$ cat src/hdl/sip_pkg.sv
package sip_pkg;

	// Fixed-point format of coordinates, mass and results.
	localparam int FRAC_BITS = 16;
	localparam logic [31:0] ONE = 32'(64'd1 << FRAC_BITS);

	// Divider geometry: numerator, divisor and quotient widths.
	localparam int QW = 32;
	localparam int DW = 64;
	localparam int NW = 64 + FRAC_BITS;
	localparam int DIV_LAT = QW;

	// Square root of a 64-bit radicand takes one result bit per stage.
	localparam int SQRT_LAT = 32;

	// Derived internal widths.
	localparam int CM_W = FRAC_BITS + 2;
	localparam int W_W = FRAC_BITS + 1;
	localparam int TWO_R_W = 33;
	localparam int D_W = 34;

	// Saturation limits of the divider results.
	localparam logic [31:0] CAP_SMAX = 32'h7FFF_FFFF;
	localparam logic [31:0] CAP_SMIN = 32'h8000_0000;
	localparam logic [31:0] CAP_M32 = 32'hFFFF_FFFF;
	localparam logic [31:0] CAP_ONE = ONE;
	localparam logic [31:0] CAP_T3 = 32'(3 * (64'd1 << FRAC_BITS));

	// Index pairs of the symmetric second-derivative tensor: xx xy xz yy yz zz.
	localparam logic [1:0] PAIR_A [6] = '{2'd0, 2'd0, 2'd0, 2'd1, 2'd1, 2'd2};
	localparam logic [1:0] PAIR_B [6] = '{2'd0, 2'd1, 2'd2, 2'd1, 2'd2, 2'd2};

	// Configuration port.
	localparam int ADDR_W = 3;

	typedef enum logic [0:0] {
		REG_MASS = 1'b0,
		REG_MODE = 1'b1
	} reg_idx_t;

	typedef struct packed {
		logic [30:0] mass;
		logic        conformal_mode;
	} cfg_t;

	typedef struct packed {
		logic signed [31:0] x_pos;
		logic signed [31:0] y_pos;
		logic signed [31:0] z_pos;
	} pt_t;

	typedef struct packed {
		logic signed [31:0] psi_out;
		logic signed [31:0] lapse;
		logic signed [31:0] gb_diag;
		logic signed [31:0] dpsi_x;
		logic signed [31:0] dpsi_y;
		logic signed [31:0] dpsi_z;
		logic signed [31:0] ddpsi_xx;
		logic signed [31:0] ddpsi_xy;
		logic signed [31:0] ddpsi_xz;
		logic signed [31:0] ddpsi_yy;
		logic signed [31:0] ddpsi_yz;
		logic signed [31:0] ddpsi_zz;
	} res_t;

	// Clamp a divider quotient, with its overflow flag, to a limit.
	function automatic logic [31:0] capq(input logic ovf, input logic [31:0] q,
			input logic [31:0] cap);
		return (ovf || (q > cap)) ? cap : q;
	endfunction

	// Build a saturated two's complement word from sign and magnitude.
	function automatic logic [31:0] pack_s(input logic neg, input logic [31:0] mag);
		logic [31:0] m;
		if (neg) begin
			m = (mag > CAP_SMIN) ? CAP_SMIN : mag;
			return 32'(0) - m;
		end
		return (mag > CAP_SMAX) ? CAP_SMAX : mag;
	endfunction

endpackage

$ cat src/hdl/sip_sqrt.sv
module sip_sqrt import sip_pkg::*; (
	input  logic        clk,
	input  logic        en,
	input  logic [63:0] rad,
	output logic [31:0] root
);

	logic [63:0] v_s   [SQRT_LAT];
	logic [63:0] res_s [SQRT_LAT];

	// One result bit per stage, from the top bit pair down.
	for (genvar j = 0; j < SQRT_LAT; j++) begin : g_stage
		localparam logic [63:0] BIT_J = 64'd1 << (62 - 2 * j);
		logic [63:0] v_i;
		logic [63:0] res_i;
		logic [64:0] trial;
		logic        take;

		if (j == 0) begin : g_first
			assign v_i   = rad;
			assign res_i = '0;
		end else begin : g_next
			assign v_i   = v_s[j-1];
			assign res_i = res_s[j-1];
		end

		assign trial = {1'b0, res_i} + {1'b0, BIT_J};
		assign take  = {1'b0, v_i} >= trial;

		always_ff @(posedge clk) begin
			if (en) begin
				v_s[j]   <= take ? (v_i - trial[63:0]) : v_i;
				res_s[j] <= take ? ((res_i >> 1) + BIT_J) : (res_i >> 1);
			end
		end
	end

	assign root = res_s[SQRT_LAT-1][31:0];

endmodule

$ cat config.mk
export PLATFORM = sky130hd
export DESIGN_NAME = sip_sqrt
export DESIGN_NICKNAME = d
export VERILOG_FILES = /design/src/hdl/sip_pkg.sv /design/src/hdl/sip_sqrt.sv
export SDC_FILE = /design/constraint.sdc
export NUM_CORES = 2
export LEC_CHECK = 0
export BUFFER_PORTS_ARGS = -buffer_cell sky130_fd_sc_hd__buf_2
export CORE_ASPECT_RATIO = 1.4
export CORE_MARGIN = 5
export CORE_UTILIZATION = 65
export CTS_BUF_LIST = sky130_fd_sc_hd__clkbuf_8
export DETAILED_ROUTE_END_ITERATION = 10
export GPL_TIMING_DRIVEN = 0
export HOLD_SLACK_MARGIN = 0.12
export PLACE_DENSITY = 0.81
export SLEW_MARGIN = 20
export SYNTH_ARGS = -nofsm -noshare
export SYNTH_HDL_FRONTEND = slang
export SYNTH_SLANG_ARGS = --single-unit
$ cat constraint.sdc
create_clock -name clk -period 4.2 [get_ports clk]
set_input_delay 0.21 -clock clk [delete_from_list [all_inputs] [get_ports clk]]
set_output_delay 0.21 -clock clk [all_outputs]
set_load 0.01 [all_outputs]
==> Flow_metrics.wiki <==
{| class="wikitable"
! Metric !! Value
|-
| Result of the run || finished, final reports clean
|-
| Top sig layer || met5
|-
| Final HPWL from detailed placement || 234 mm
|-
| Path length in cells of the critical path || 12
|-
| Metal1 wirelength || ~120 mm
|-
| Routed vias/inst || 6.36
|-
| Layout overhead on the synthesized area || 11.0%
|-
| Most prevalent standard cell on the critical path || nor3_2
|-
| Clock latency on the worst-skew pair || 1.00 ns
|-
| Power per unit of standard cell area || about 530 nW/um2
|-
| Post-synthesis sequential area ratio || 62.2%
|-
| Max Cap Viol || 0
|-
| Worst Tran Pin Value || ~1.1 ns
|-
| Relative contribution of sequential cells to total power || between 40% and 50%
|-
| Crit path kind || reg -> reg
|-
| Cell type of the slowest stage on the worst timing path || or3_1
|-
| Int Power || 48.4 mW
|-
| Die ar. || 195000 um2
|-
| Ratio of cells with drive above 1 in the final layout || 8.53%
|-
| Portion of the clock cycle consumed by the worst path in the final layout || 97.6%
|-
| Min Hold Slack || ~0.35 ns
|-
| Leak Pwr || 50.9 nW
|-
| Post-Syn Area per Cell || 12.5 um2
|-
| Fraction of power spent switching nets || 31.7%
|-
| Global-route wire length before repair || about 500 mm
|-
| Worst IR Drop VDD || between 0.4 and 0.5 mV
|-
| Crit. End Element || flip-flop
|-
| Router iterations before antenna repair || 6
|-
| Number of instances on the worst hold path || 5
|-
| Share of power burned in combinational logic || 23.4%
|-
| Aggregate global routing overflow || 0
|-
| Chip width || 375 um
|-
| Final number of max-transition violations || 0
|-
| Instance count of the mapped netlist || 9683
|-
| Category of cells accounting for the largest share of critical-path delay || simple AND/OR/NAND/NOR gates
|-
| Unrepaired setup endpoints after global routing || yes
|-
| CTS clock-pin slew for the worst setup and hold paths || 0.09 ns
|-
| Remaining design rule violation count || 0
|-
| Maximum number of pins on one net before global-route repair || 161
|-
| Starting density of the core || 65.3%
|-
| Slowest Stage Delay on Critical Path || 0.47 ns
|-
| Share of total power in the clock network || 27.9%
|-
| CP arrival || 4.83 ns
|-
| Die Y-Extent || 521 um
|-
| Path type of the worst min-delay path || in -> reg
|-
| Required time of the critical path || 4.93 ns
|-
| Total detailed-routing wirelength || 326 mm
|-
| Initial antenna violation count || 14
|-
| Number of CTS-inserted buffers || around 370
|-
| Final routed wire length divided by cell count || roughly 25 um
|-
| Power dissipated by switching net loads || 22.5 mW
|-
| Nature of the critical path startpoint || flip-flop
|-
| Vias in the first global route || 82.4k
|-
| Count of synthesis-stage warnings from yosys || 0
|-
| Cell count of the worst reg-to-reg path || 12
|-
| Met3 Wirelength || around 22 mm
|-
| Depth of the CTS H-tree || 5
|-
| Maximum achievable frequency || about 240 MHz
|-
| Number of buffer cells added on primary ports || 97
|-
| Cell area after technology mapping || roughly 120000 um2
|-
| Vias || between 80k and 90k
|-
| Routed wire length on met2 || between 150 and 200 mm
|-
| Number of nets with antenna violations after routing || 0
|-
| Most used cells in the layout excluding fill and tap cells || edfxtp_1, inv_1, nor2_1
|-
| Count of flip-flops with a built-in enable after synthesis || 2512
|-
| Synthesized flop and latch total || 2512
|-
| Shortest clock period the worst path allows after layout || approximately 4 ns
|-
| Cells along the critical path || ha_1, clkbuf_1, nand4b_1, nor3_2, nand3_1, nor3_2, or4_4, a21oi_4, buf_4, or3_1, nor3_1, xor2_2
|-
| Fraction of registers with async set/reset || 0%
|-
| CTS Sinks || 2512
|-
| CTS tree || built
|-
| Number of standard-cell rows in the floorplan || 187
|-
| Overall power consumption || 70.9 mW
|-
| Violation count after the first detailed-routing iteration || 8871
|-
| Final core area utilization || 72.5%
|-
| Root buffer cell || clkbuf_8
|-
| Net count of the mapped netlist || 10.3k
|-
| Critical path buffers and inverters || 2
|-
| Standard cell core area || around 190000 um2
|-
| Number of hold violations in the final report || 0
|-
| Relative slew margins || 24.7%
|-
| Routability congestion estimate || around 0.95
|-
| Post-synth cell types || 91
|-
| Final #Nets || between 10k and 15k
|-
| Critical-path maximum fanout || 9
|-
| Number of buffers between clock root and the deepest sink || 4
|-
| Worst setup skew after layout || 0.0807 ns
|-
| Count of pins on the block boundary || 98
|-
| GRT Overall Usage || between 30% and 40%
|-
| Count of final setup violators || 0
|-
| Most common library cell in the layout ignoring fill and taps || edfxtp_1
|-
| Ys flop type || edfxtp_1
|}
## through the flow
stage	instance area [um2]	std cells	TNS, ns	setup slack, ns
finish	134000	13100	0	0.0993
global route	134000	13100	-0.0716	-0.0464
CTS	134000	13000	0	0.00190
detailed placement	125000	12300	-319.56	-1.06
global placement	125000	12200	-	-34.80
floorplan	121000	9683	0	0.614
## flip-flops by register name (all words and copies together), names as in the netlist
signal,cells
v_s,1984
res_s,528
## logic make-up (layout without fill, tap and decap cells)
kind of cell,count (synthesis),count (layout),synth area share (%)
AND/OR/NAND/NOR,2868,2868,12.3
adder cells (fa/ha/maj),558,558,5.76
other,0,10,0
multiplexers,105,105,0.963
flip-flops,2512,2512,62.2
AO/OA/AOI/OAI,1879,1879,9.71
buffers and inverters,904,1814,2.83
XOR/XNOR,857,857,6.19
## worst reg2reg max path: stages, from the launching register on
cell and delay, ns:
edfxtp_1 0.44, ha_1 0.31, clkbuf_1 0.32, nand4b_1 0.25
nor3_2 0.42, nand3_1 0.34, nor3_2 0.28, or4_4 0.19
a21oi_4 0.05, buf_4 0.17, or3_1 0.47, nor3_1 0.29
xor2_2 0.35
## what timing repair did
action | CTS | global route
setup endpoints to repair | 349 | 352
hold buffers | 135 | 0
pin swaps | 4 | 13
buffers inserted | 8 | 10
gates cloned | 0 | 1
resized for setup | 63 | 64
endpoints found under the hold margin | 353 | 0
## layer usage
| metal | up-vias | track usage [%] |
|---|---|---|
| met5 | - | 0 |
| met4 | 10 | 15.7 |
| met3 | 972 | 5.02 |
| met2 | 4031 | 58.0 |
| met1 | 40400 | 38.8 |
| li1 | 37700 | - |
## synth_stat cells, types with 17 or more instances
library cell	n	area share, %
and2_1	37	0.19
or3_1	117	0.60
nor4_1	357	1.8
mux2_2	93	0.86
or4_1	76	0.47
a21o_1	234	1.4
o31ai_1	43	0.27
a211oi_1	57	0.35
nor3_1	263	1.1
nor2b_1	69	0.36
a21oi_1	602	2.5
o21bai_1	63	0.39
a31oi_1	59	0.30
a31o_2	17	0.12
nand2b_1	107	0.55
nor4b_1	59	0.43
o21a_1	108	0.67
and3_1	53	0.27
ha_1	558	5.8
inv_1	704	2.2
edfxtp_1	2512	62
o2111ai_1	17	0.12
xnor2_1	469	3.4
a211o_1	17	0.12
a2111oi_0	18	0.13
a21boi_0	31	0.19
nor2_1	635	2.0
nand3_1	162	0.67
xor2_1	388	2.8
nand4b_1	25	0.18
nand4_1	156	0.81
clkbuf_1	168	0.52
o21ai_0	424	1.8
o211ai_1	49	0.30
nand2_1	605	1.9
nand3b_1	29	0.18
or2_2	38	0.20
## final cells by class
class	instances	area, um2
clock inverters	284	1990
diodes	10	25.0
multi-input cells	6267	42900
flip-flops and latches	2512	75400
inverters	706	2650
well taps	2457	3070
repair buffers	269	2580
plain buffers	185	768
fillers	12200	51100
clock buffers	370	5090
## final timing paths
kind | from | to | slack [ns]
max | v_s[28][32] | v_s[29][63] | 0.1
min | rad[45] | res_s[0][62] | 0.35
max reg2reg | v_s[28][32] | v_s[29][63] | 0.1
min reg2reg | res_s[14][83] | res_s[15][18] | 0.42
## power groups by stage
stage | Combinational, mW | Sequential, mW | Clock [mW]
2_1_floorplan | 11.6 | 33.6 | 0
3_3_place_gp | 15.6 | 36.7 | 0
3_5_place_dp | 15.9 | 34.9 | 0
4_1_cts | 16.2 | 34.4 | 19.8
5_1_grt | 18.1 | 34.7 | 21.2
6_report | 16.6 | 34.5 | 19.8
Note: power is estimated with default switching activity, not from simulation.
