==> src/hdl/sip_pkg.sv <==
package sip_pkg;

	// Fixed-point format of coordinates, mass and results.
	localparam int FRAC_BITS = 16;
	localparam logic [31:0] ONE = 32'(64'd1 << FRAC_BITS);

	// Divider geometry: numerator, divisor and quotient widths.
	localparam int QW = 32;
	localparam int DW = 64;
	localparam int NW = 64 + FRAC_BITS;
	localparam int DIV_LAT = QW;

	// Square root of a 64-bit radicand takes one result bit per stage.
	localparam int SQRT_LAT = 32;

	// Derived internal widths.
	localparam int CM_W = FRAC_BITS + 2;
	localparam int W_W = FRAC_BITS + 1;
	localparam int TWO_R_W = 33;
	localparam int D_W = 34;

	// Saturation limits of the divider results.
	localparam logic [31:0] CAP_SMAX = 32'h7FFF_FFFF;
	localparam logic [31:0] CAP_SMIN = 32'h8000_0000;
	localparam logic [31:0] CAP_M32 = 32'hFFFF_FFFF;
	localparam logic [31:0] CAP_ONE = ONE;
	localparam logic [31:0] CAP_T3 = 32'(3 * (64'd1 << FRAC_BITS));

	// Index pairs of the symmetric second-derivative tensor: xx xy xz yy yz zz.
	localparam logic [1:0] PAIR_A [6] = '{2'd0, 2'd0, 2'd0, 2'd1, 2'd1, 2'd2};
	localparam logic [1:0] PAIR_B [6] = '{2'd0, 2'd1, 2'd2, 2'd1, 2'd2, 2'd2};

	// Configuration port.
	localparam int ADDR_W = 3;

	typedef enum logic [0:0] {
		REG_MASS = 1'b0,
		REG_MODE = 1'b1
	} reg_idx_t;

	typedef struct packed {
		logic [30:0] mass;
		logic        conformal_mode;
	} cfg_t;

	typedef struct packed {
		logic signed [31:0] x_pos;
		logic signed [31:0] y_pos;
		logic signed [31:0] z_pos;
	} pt_t;

	typedef struct packed {
		logic signed [31:0] psi_out;
		logic signed [31:0] lapse;
		logic signed [31:0] gb_diag;
		logic signed [31:0] dpsi_x;
		logic signed [31:0] dpsi_y;
		logic signed [31:0] dpsi_z;
		logic signed [31:0] ddpsi_xx;
		logic signed [31:0] ddpsi_xy;
		logic signed [31:0] ddpsi_xz;
		logic signed [31:0] ddpsi_yy;
		logic signed [31:0] ddpsi_yz;
		logic signed [31:0] ddpsi_zz;
	} res_t;

	// Clamp a divider quotient, with its overflow flag, to a limit.
	function automatic logic [31:0] capq(input logic ovf, input logic [31:0] q,
			input logic [31:0] cap);
		return (ovf || (q > cap)) ? cap : q;
	endfunction

	// Build a saturated two's complement word from sign and magnitude.
	function automatic logic [31:0] pack_s(input logic neg, input logic [31:0] mag);
		logic [31:0] m;
		if (neg) begin
			m = (mag > CAP_SMIN) ? CAP_SMIN : mag;
			return 32'(0) - m;
		end
		return (mag > CAP_SMAX) ? CAP_SMAX : mag;
	endfunction

endpackage

==> src/hdl/sip_cfg.sv <==
module sip_cfg import sip_pkg::*; (
	input  logic              clk,
	input  logic              arst_n,
	input  logic              psel,
	input  logic              penable,
	input  logic              pwrite,
	input  logic [ADDR_W-1:0] paddr,
	input  logic [31:0]       pwdata,
	output logic [31:0]       prdata,
	output logic              pready,
	output cfg_t              cfg
);

	logic [30:0] mass_q;
	logic        mode_q;
	reg_idx_t    idx;
	logic        wr;

	assign idx    = reg_idx_t'(paddr[ADDR_W-1:2]);
	assign wr     = psel && penable && pwrite;
	assign pready = 1'b1;

	// Register writes complete in the access cycle.
	always_ff @(posedge clk or negedge arst_n) begin
		if (!arst_n) begin
			mass_q <= ONE[30:0];
			mode_q <= 1'b1;
		end else if (wr) begin
			unique case (idx)
				REG_MASS: mass_q <= pwdata[30:0];
				REG_MODE: mode_q <= pwdata[0];
				default: ;
			endcase
		end
	end

	// Read mux.
	always_comb begin
		unique case (idx)
			REG_MASS: prdata = {1'b0, mass_q};
			REG_MODE: prdata = {31'd0, mode_q};
			default:  prdata = '0;
		endcase
	end

	assign cfg.mass           = mass_q;
	assign cfg.conformal_mode = mode_q;

endmodule

==> config.mk <==
export PLATFORM = sky130hd
export DESIGN_NAME = sip_cfg
export DESIGN_NICKNAME = d
export VERILOG_FILES = /design/src/hdl/sip_pkg.sv /design/src/hdl/sip_cfg.sv
export SDC_FILE = /design/constraint.sdc
export NUM_CORES = 1
export LEC_CHECK = 0
export BUFFER_PORTS_ARGS = -buffer_cell sky130_fd_sc_hd__buf_2
export CAP_MARGIN = 20
export CORE_ASPECT_RATIO = 0.5
export CORE_MARGIN = 2
export CORE_UTILIZATION = 39
export CTS_BUF_LIST = sky130_fd_sc_hd__clkbuf_8
export DETAILED_ROUTE_END_ITERATION = 8
export MAX_ROUTING_LAYER = met4
export PLACE_DENSITY = 0.76
export SLEW_MARGIN = 20
export SYNTH_ARGS = -nofsm -noshare
export SYNTH_HDL_FRONTEND = slang
export SYNTH_SLANG_ARGS = --single-unit
==> constraint.sdc <==
create_clock -name clk -period 0.8 [get_ports clk]
set_input_delay 0.12 -clock clk [delete_from_list [all_inputs] [get_ports clk]]
set_output_delay 0.12 -clock clk [all_outputs]
set_load 0.02 [all_outputs]
==> impl_metrics.env, run 1 <==
export IMPL_routed_via_count_divided_by_cell_count=4.55
export IMPL_timing_critical_path_from_type="flop"
export IMPL_timing_hold_worst_path_depth=2
export IMPL_place_hpwl_um=2830
export IMPL_placed_area_um2=2460
export IMPL_final_setup_tns_ps=-15620
export IMPL_first_pass_iters=4
export IMPL_global_route_wire_length_before_repair_um=6920
export IMPL_timing_critical_path_slowest_stage_cell="sky130_fd_sc_hd__dfrtp_2"
export IMPL_end_kind="output port"
export IMPL_detail_route_iter0_violations=47
export IMPL_synthDominantCellAreaShare_pct=47.5
export IMPL_dr_total_vias=1293
export IMPL_synth_warning_count=0
export IMPL_floorplan_die_area_um2=4610
export IMPL_total_switching_power_w=0.00237
export IMPL_grt_antenna_before_repair=0
export IMPL_clockRootBuffer="sky130_fd_sc_hd__clkbuf_8"
export IMPL_insertedDiodeCount=0
export IMPL_final_min_clock_period_ps=1210
export IMPL_areaGrowthSynthToFinish_pct=96.5
export IMPL_clock_insertion_delay_worst_skew_ps=270
export IMPL_worstReg2RegEnd="mass_q[0]$_DFFE_PN0P_"
export IMPL_timing_final_setup_violations=81
export IMPL_drt_wirelength_per_cell_um=16.6
export IMPL_die_height_um=49.0
export IMPL_worst_r2r_cell_count=2
export IMPL_postLayoutSetupSlackWorst_ps=-409
export IMPL_cts_tree="built"
export IMPL_timing_max_transition_violations_final=0
export IMPL_reg2reg_setup_slack_ps=-140
export IMPL_final_antenna_net_count=0
export IMPL_core_area_um2=3900
export IMPL_finish_net_count=269
export IMPL_drive_above_1_share_pct=97.4
export IMPL_combPwrFrac_pct=50.4
export IMPL_critical_path_class="reg -> out"
export IMPL_n_fill_cell=215
export IMPL_starting_utilization_of_the_core_area_pct=40.5
export IMPL_power_leakage_nw=1.60
export IMPL_finalHoldViolations=0
export IMPL_swShare_pct=32.0
export IMPL_number_of_remaining_drc_errors=0
export IMPL_drt_wl_total_um=4710
export IMPL_ir_worst_vdd_v=0.00124
export IMPL_path_cells="mux2_4, buf_6"
export IMPL_final_wtd_congestion=0.774
export IMPL_synthesis_area_um2=1580
export IMPL_grt_util_all_layers_pct=20.5
export IMPL_register_area_share_after_synthesis_pct=50.8
export IMPL_power_density_nw_per_um2=2390
export IMPL_grt_start_max_net_pins=32
export IMPL_synth_net_count=148
export IMPL_postLayoutCellArea_um2=3110
export IMPL_post_synth_cell_area_avg_um2=14.6
export IMPL_sequential_share_of_power_pct=33.3
export IMPL_first_global_vias=1415
export IMPL_netlist_instances=108
export IMPL_fin_worst_skew_ps=0
export IMPL_status="complete, but fails checks"
export IMPL_clk_transition_reported_paths_ps=60
export IMPL_max_stage_delay_ps=420
export IMPL_rsz0062_at_grt="true"
export IMPL_critPathTopFamily="flip-flops"
export IMPL_synth_top_area_cell="sky130_fd_sc_hd__dfrtp_1"
export IMPL_grt_overflow_total=0
export IMPL_cts_buffers=5
export IMPL_dieWidth_um=94.0
export IMPL_synth_seq_cells=32
export IMPL_hold_class="in -> reg"
export IMPL_worstReg2RegStart="mass_q[0]$_DFFE_PN0P_"
export IMPL_netlist_top_cells_area="sky130_fd_sc_hd__dfrtp_1 (48%), sky130_fd_sc_hd__mux2_4 (29%), sky130_fd_sc_hd__nor2b_1 (12%)"
export IMPL_htree_num_levels=2
export IMPL_cell_internal_pwr_w=0.00505
export IMPL_row_count=16
export IMPL_tritoncts_num_sinks=32
export IMPL_worst_path_max_fanout=2
export IMPL_required_ps=680
export IMPL_hold_path_end="mass_q[19]$_DFFE_PN0P_"
export IMPL_library_cells_used_by_synthesis=11
export IMPL_violations="setup timing"
export IMPL_maximum_clock_frequency_mhz=827
export IMPL_placement_io_buffers=99
export IMPL_crit_arrival_ps=1090
export IMPL_layout_worst_path_cycle_share_pct=151
export IMPL_cp_buffers_inverters=1
export IMPL_clock_tree_buffer_depth=2
export IMPL_hold_path_startpoint="pwdata[19]"
export IMPL_clockPowerShare_pct=16.3
export IMPL_floorplan_io_pins=105
export IMPL_max_cap_violations=0
-- layout make-up --
class                           count  area [um^2]  share of cell area [%]
Clock buffer                        6         82.6                    2.66
Clock inverter                      2         7.51                   0.242
Multi-Input combinational cell     67          942                    30.3
Sequential cell                    32          841                    27.1
Tap cell                           54         67.6                    2.18
Timing Repair Buffer              123         1160                    37.5
-- power groups by stage --
stage	registers, W	clock network [W]	logic [W]
after floorplan	0.00278	0	0.00139
after CTS	0.00242	0.00125	0.00362
after global placement	0.00236	0	0.00260
after detailed placement	0.00238	0	0.00264
final	0.00247	0.00121	0.00374
after global routing	0.00252	0.00133	0.00390
-- metrics by stage --
stage	std cells	utilization, %	hold WS [ps]	setup WS, ps	total power [W]
floorplan	108	-	-176	-114	0.00417
global placement	262	63.0	-28.3	-254	0.00496
detailed placement	262	63.0	-29.2	-279	0.00502
CTS	284	78.3	68.4	-403	0.00728
global route	284	79.6	65.9	-445	0.00774
finish	284	79.6	75.4	-409	0.00742
-- placed cells by master, fill, tap and decap left out --
| cell | netlist | layout |
|---|---|---|
| sky130_fd_sc_hd__nand4_1 | 1 | 1 |
| sky130_fd_sc_hd__nor2b_4 | 0 | 30 |
| sky130_fd_sc_hd__buf_6 | 3 | 77 |
| sky130_fd_sc_hd__dfstp_2 | 2 | 2 |
| sky130_fd_sc_hd__inv_1 | 0 | 2 |
| sky130_fd_sc_hd__conb_1 | 2 | 2 |
| sky130_fd_sc_hd__buf_2 | 0 | 35 |
| sky130_fd_sc_hd__buf_4 | 3 | 7 |
| sky130_fd_sc_hd__clkbuf_8 | 0 | 6 |
| sky130_fd_sc_hd__buf_12 | 0 | 3 |
| sky130_fd_sc_hd__nand4b_4 | 1 | 1 |
| sky130_fd_sc_hd__mux2_2 | 3 | 1 |
| sky130_fd_sc_hd__dfrtp_2 | 0 | 30 |
| sky130_fd_sc_hd__mux2_4 | 30 | 32 |
| sky130_fd_sc_hd__dlygate4sd3_1 | 0 | 1 |
-- synth_stat cells (all sizes together) --
master  number
nand4        1
dfrtp       30
nor2b       30
dfstp        2
nand4b       1
conb         2
mux2        33
buf          6
clkbuf       3
-- sequential cells by signal (all words and copies together), names as in the netlist --
signal,cells
mass_q,31
mode_q,1
-- worst register-to-register path: stages (launching register included) --
cell and delay (ps):
sky130_fd_sc_hd__dfrtp_2 420, sky130_fd_sc_hd__buf_4 150, sky130_fd_sc_hd__mux2_4 250
-- cells by family (layout without fill, tap and decap cells) --
kind of cell,after synthesis,in the layout,synth area share [%]
multiplexers,33,33,30.6
flip-flops,32,32,50.8
AND/OR/NAND/NOR,32,32,13.8
buffers and inverters,9,131,4.28
other,2,2,0.475
-- worst max path at each step --
stage                                 from                      to  cells past startpoint  slack [ps]
floorplan           mass_q[16]$_DFFE_PN1P_              prdata[16]                      1        -110
global placement                  paddr[2]  mass_q[15]$_DFFE_PN0P_                      4        -250
detailed placement                paddr[2]  mass_q[22]$_DFFE_PN0P_                      4        -280
CTS                  mass_q[0]$_DFFE_PN0P_               prdata[0]                      2        -400
global route        mass_q[16]$_DFFE_PN1P_              prdata[16]                      2        -450
finish               mass_q[0]$_DFFE_PN0P_               prdata[0]                      2        -410
-- metal layers --
layer,share of wire [%],GRT usage [%],wire (um)
met5,0,-,0
met4,1.1,4.59,52
met3,3.4,6.34,159
met2,55,36.2,2610
met1,40,23.0,1890
-- timing repair --
action / CTS / global route
hold buffers: 1 / 0
gates resized for setup: 127 / 14
hold endpoints to repair: 31 / 0
setup endpoints to repair: 65 / 94
setup buffers: 13 / 4
No activity file was read; power rests on OpenSTA's default activity.
==> inputs of run 2 (changes only) <==
- PLACE_DENSITY: 0.76 -> 0.78
==> run 2 against run 1 <==
- maximum frequency decreased by 3.6%
- the flow still finishes with violations (setup timing)
- core utilization up 0.35 points
- register-to-register slack got worse by 100 ps
- global-route usage up 1.9 points
- sequential cell count is the same
- largest cell class unchanged
- highest routed layer unchanged
- worst hold slack lost 18 ps
- critical path depth unchanged
==> impl_metrics.env, run 2 (synthesis gave the netlist of run 1 again) <==
export IMPL_cts_tree="built"
export IMPL_first_pass_iters=3
export IMPL_power_w=0.00747
export IMPL_clock_insertion_delay_worst_skew_ps=290
export IMPL_largest_register_ffs=31
export IMPL_routed_via_count_divided_by_cell_count=4.60
export IMPL_layout_top_registers="mass_q (31), mode_q (1)"
export IMPL_finalHoldViolations=0
export IMPL_path_cells="mux2_4, buf_6"
export IMPL_grt_antenna_before_repair=0
export IMPL_detail_route_iter0_violations=28
export IMPL_clockRootBuffer="sky130_fd_sc_hd__clkbuf_8"
export IMPL_insertedDiodeCount=0
export IMPL_final_setup_tns_ps=-16720
export IMPL_drt_wirelength_per_cell_um=17.7
export IMPL_dr_total_vias=1311
export IMPL_cts_buffers=5
export IMPL_violations="setup timing"
export IMPL_status="complete, but fails checks"
export IMPL_final_wtd_congestion=0.772
export IMPL_finish_net_count=270
export IMPL_first_global_vias=1365
export IMPL_row_count=16
export IMPL_clockPowerShare_pct=16.7
export IMPL_end_kind="output port"
export IMPL_worst_path_max_fanout=2
export IMPL_maximum_clock_frequency_mhz=797
export IMPL_clock_tree_buffer_depth=2
export IMPL_power_density_nw_per_um2=2400
export IMPL_die_height_um=49.0
export IMPL_core_area_um2=3900
export IMPL_global_route_wire_length_before_repair_um=7310
export IMPL_total_switching_power_w=0.00250
export IMPL_critical_path_class="reg -> out"
export IMPL_ir_worst_vdd_v=0.00134
export IMPL_starting_utilization_of_the_core_area_pct=40.5
export IMPL_clk_transition_reported_paths_ps=70
export IMPL_rsz0062_at_grt="true"
export IMPL_tritoncts_num_sinks=32
export IMPL_grt_overflow_total=0
export IMPL_placement_io_buffers=99
export IMPL_timing_hold_ws_ps=57.0
export IMPL_global_route_usage_met1_pct=25.2
export IMPL_final_min_clock_period_ps=1250
export IMPL_number_of_remaining_drc_errors=0
export IMPL_floorplan_die_area_um2=4610
export IMPL_n_fill_cell=216
export IMPL_timing_critical_path_from_type="flop"
export IMPL_grt_util_all_layers_pct=22.4
export IMPL_swShare_pct=33.5
export IMPL_place_hpwl_um=2960
export IMPL_required_ps=680
export IMPL_combPwrFrac_pct=50.3
export IMPL_fin_worst_skew_ps=0
export IMPL_cell_internal_pwr_w=0.00497
export IMPL_final_antenna_net_count=0
export IMPL_drive_above_1_share_pct=98.3
export IMPL_largest_register="mass_q"
export IMPL_crit_arrival_ps=1130
export IMPL_layout_worst_path_cycle_share_pct=157
export IMPL_grtUsageMet3_pct=5.41
export IMPL_drt_wl_total_um=5050
export IMPL_max_stage_delay_ps=430
export IMPL_final_util_pct=79.9
export IMPL_multi_input_area_um2=946
export IMPL_htree_num_levels=2
export IMPL_floorplan_io_pins=105
export IMPL_max_cap_violations=0
export IMPL_most_common_layout_cells="sky130_fd_sc_hd__buf_6 (75), sky130_fd_sc_hd__buf_2 (35), sky130_fd_sc_hd__mux2_4 (33)"
export IMPL_final_seq_area_um2=841
export IMPL_reg2reg_setup_slack_ps=-240
export IMPL_gr_max_usage_layer="met2"
export IMPL_hold_class="in -> reg"
export IMPL_timing_critical_path_slowest_stage_cell="sky130_fd_sc_hd__dfrtp_2"
export IMPL_preCtsSetupSlack_ps=-268
export IMPL_met2_usage_pct=38.1
export IMPL_most_common_cell_after_layout_fill_and_taps_aside="sky130_fd_sc_hd__buf_6"
export IMPL_dieWidth_um=94.0
export IMPL_timing_final_setup_violations=84
export IMPL_power_leakage_nw=1.61
export IMPL_postLayoutSetupSlackWorst_ps=-454
export IMPL_timing_max_transition_violations_final=0
export IMPL_sequential_share_of_power_pct=33.0
export IMPL_grt_start_max_net_pins=25
export IMPL_areaGrowthSynthToFinish_pct=97.4
## run 2: changes by cell type in the layout (fill, tap and decap cells not counted), sizes merged
cell | before | now
inv | 2 | 0
clkbuf | 6 | 5
buf | 122 | 123
clkinv | 0 | 3
## run 2: worst paths after layout
check                                  startpoint                endpoint  cells past startpoint
max                         mass_q[0]$_DFFE_PN0P_               prdata[0]                      2
min                                    pwdata[13]  mass_q[13]$_DFFE_PN0P_                      2
max reg2reg                 mass_q[0]$_DFFE_PN0P_   mass_q[0]$_DFFE_PN0P_                      3
min reg2reg                mass_q[10]$_DFFE_PN0P_  mass_q[10]$_DFFE_PN0P_                      1
max in group asynchronous                  arst_n   mass_q[2]$_DFFE_PN0P_                      3
min in group asynchronous                  arst_n  mass_q[25]$_DFFE_PN0P_                      2
## run 2: cell type report
class,count,share of cell area (%)
Clock buffer,5,2.21
Clock inverter,3,0.602
Multi-Input combinational cell,67,30.3
Sequential cell,32,27.0
Tap cell,54,2.17
Timing Repair Buffer,124,37.7
## run 2: timing repair
item | 4_1_cts | 5_1_grt
hold endpoints to repair | 31 | 0
pin swaps | 0 | 0
setup buffers | 8 | 7
hold buffers | 1 | 0
setup endpoints to repair | 65 | 91
gates resized for setup | 128 | 11
## run 2: power by group through the flow
| stage | Sequential (W) | Combinational, W | Clock (W) |
|---|---|---|---|
| floorplan | 0.00278 | 0.00139 | 0 |
| global placement | 0.00236 | 0.00261 | 0 |
| detailed placement | 0.00237 | 0.00267 | 0 |
| CTS | 0.00243 | 0.00355 | 0.00125 |
| global route | 0.00251 | 0.00391 | 0.00138 |
| finish | 0.00246 | 0.00376 | 0.00125 |
## run 2: metal layers
metal	up-vias	wire length (um)
met5	-	0
met2	36	2800
met3	8	147
li1	597	-
met4	0	107
met1	670	1990
## run 2: worst max-delay path: cells and delay by family (launching register included)
family / cells / cell delay, ps
mux: 1 / 280
flops: 1 / 430
buf+inv: 1 / 130
## run 2: metrics by stage
stage               instances  area, um^2
CTS                       281        3050
global placement          264        2490
floorplan                 108        1850
finish                    285        3120
detailed placement        264        2490
global route              285        3120
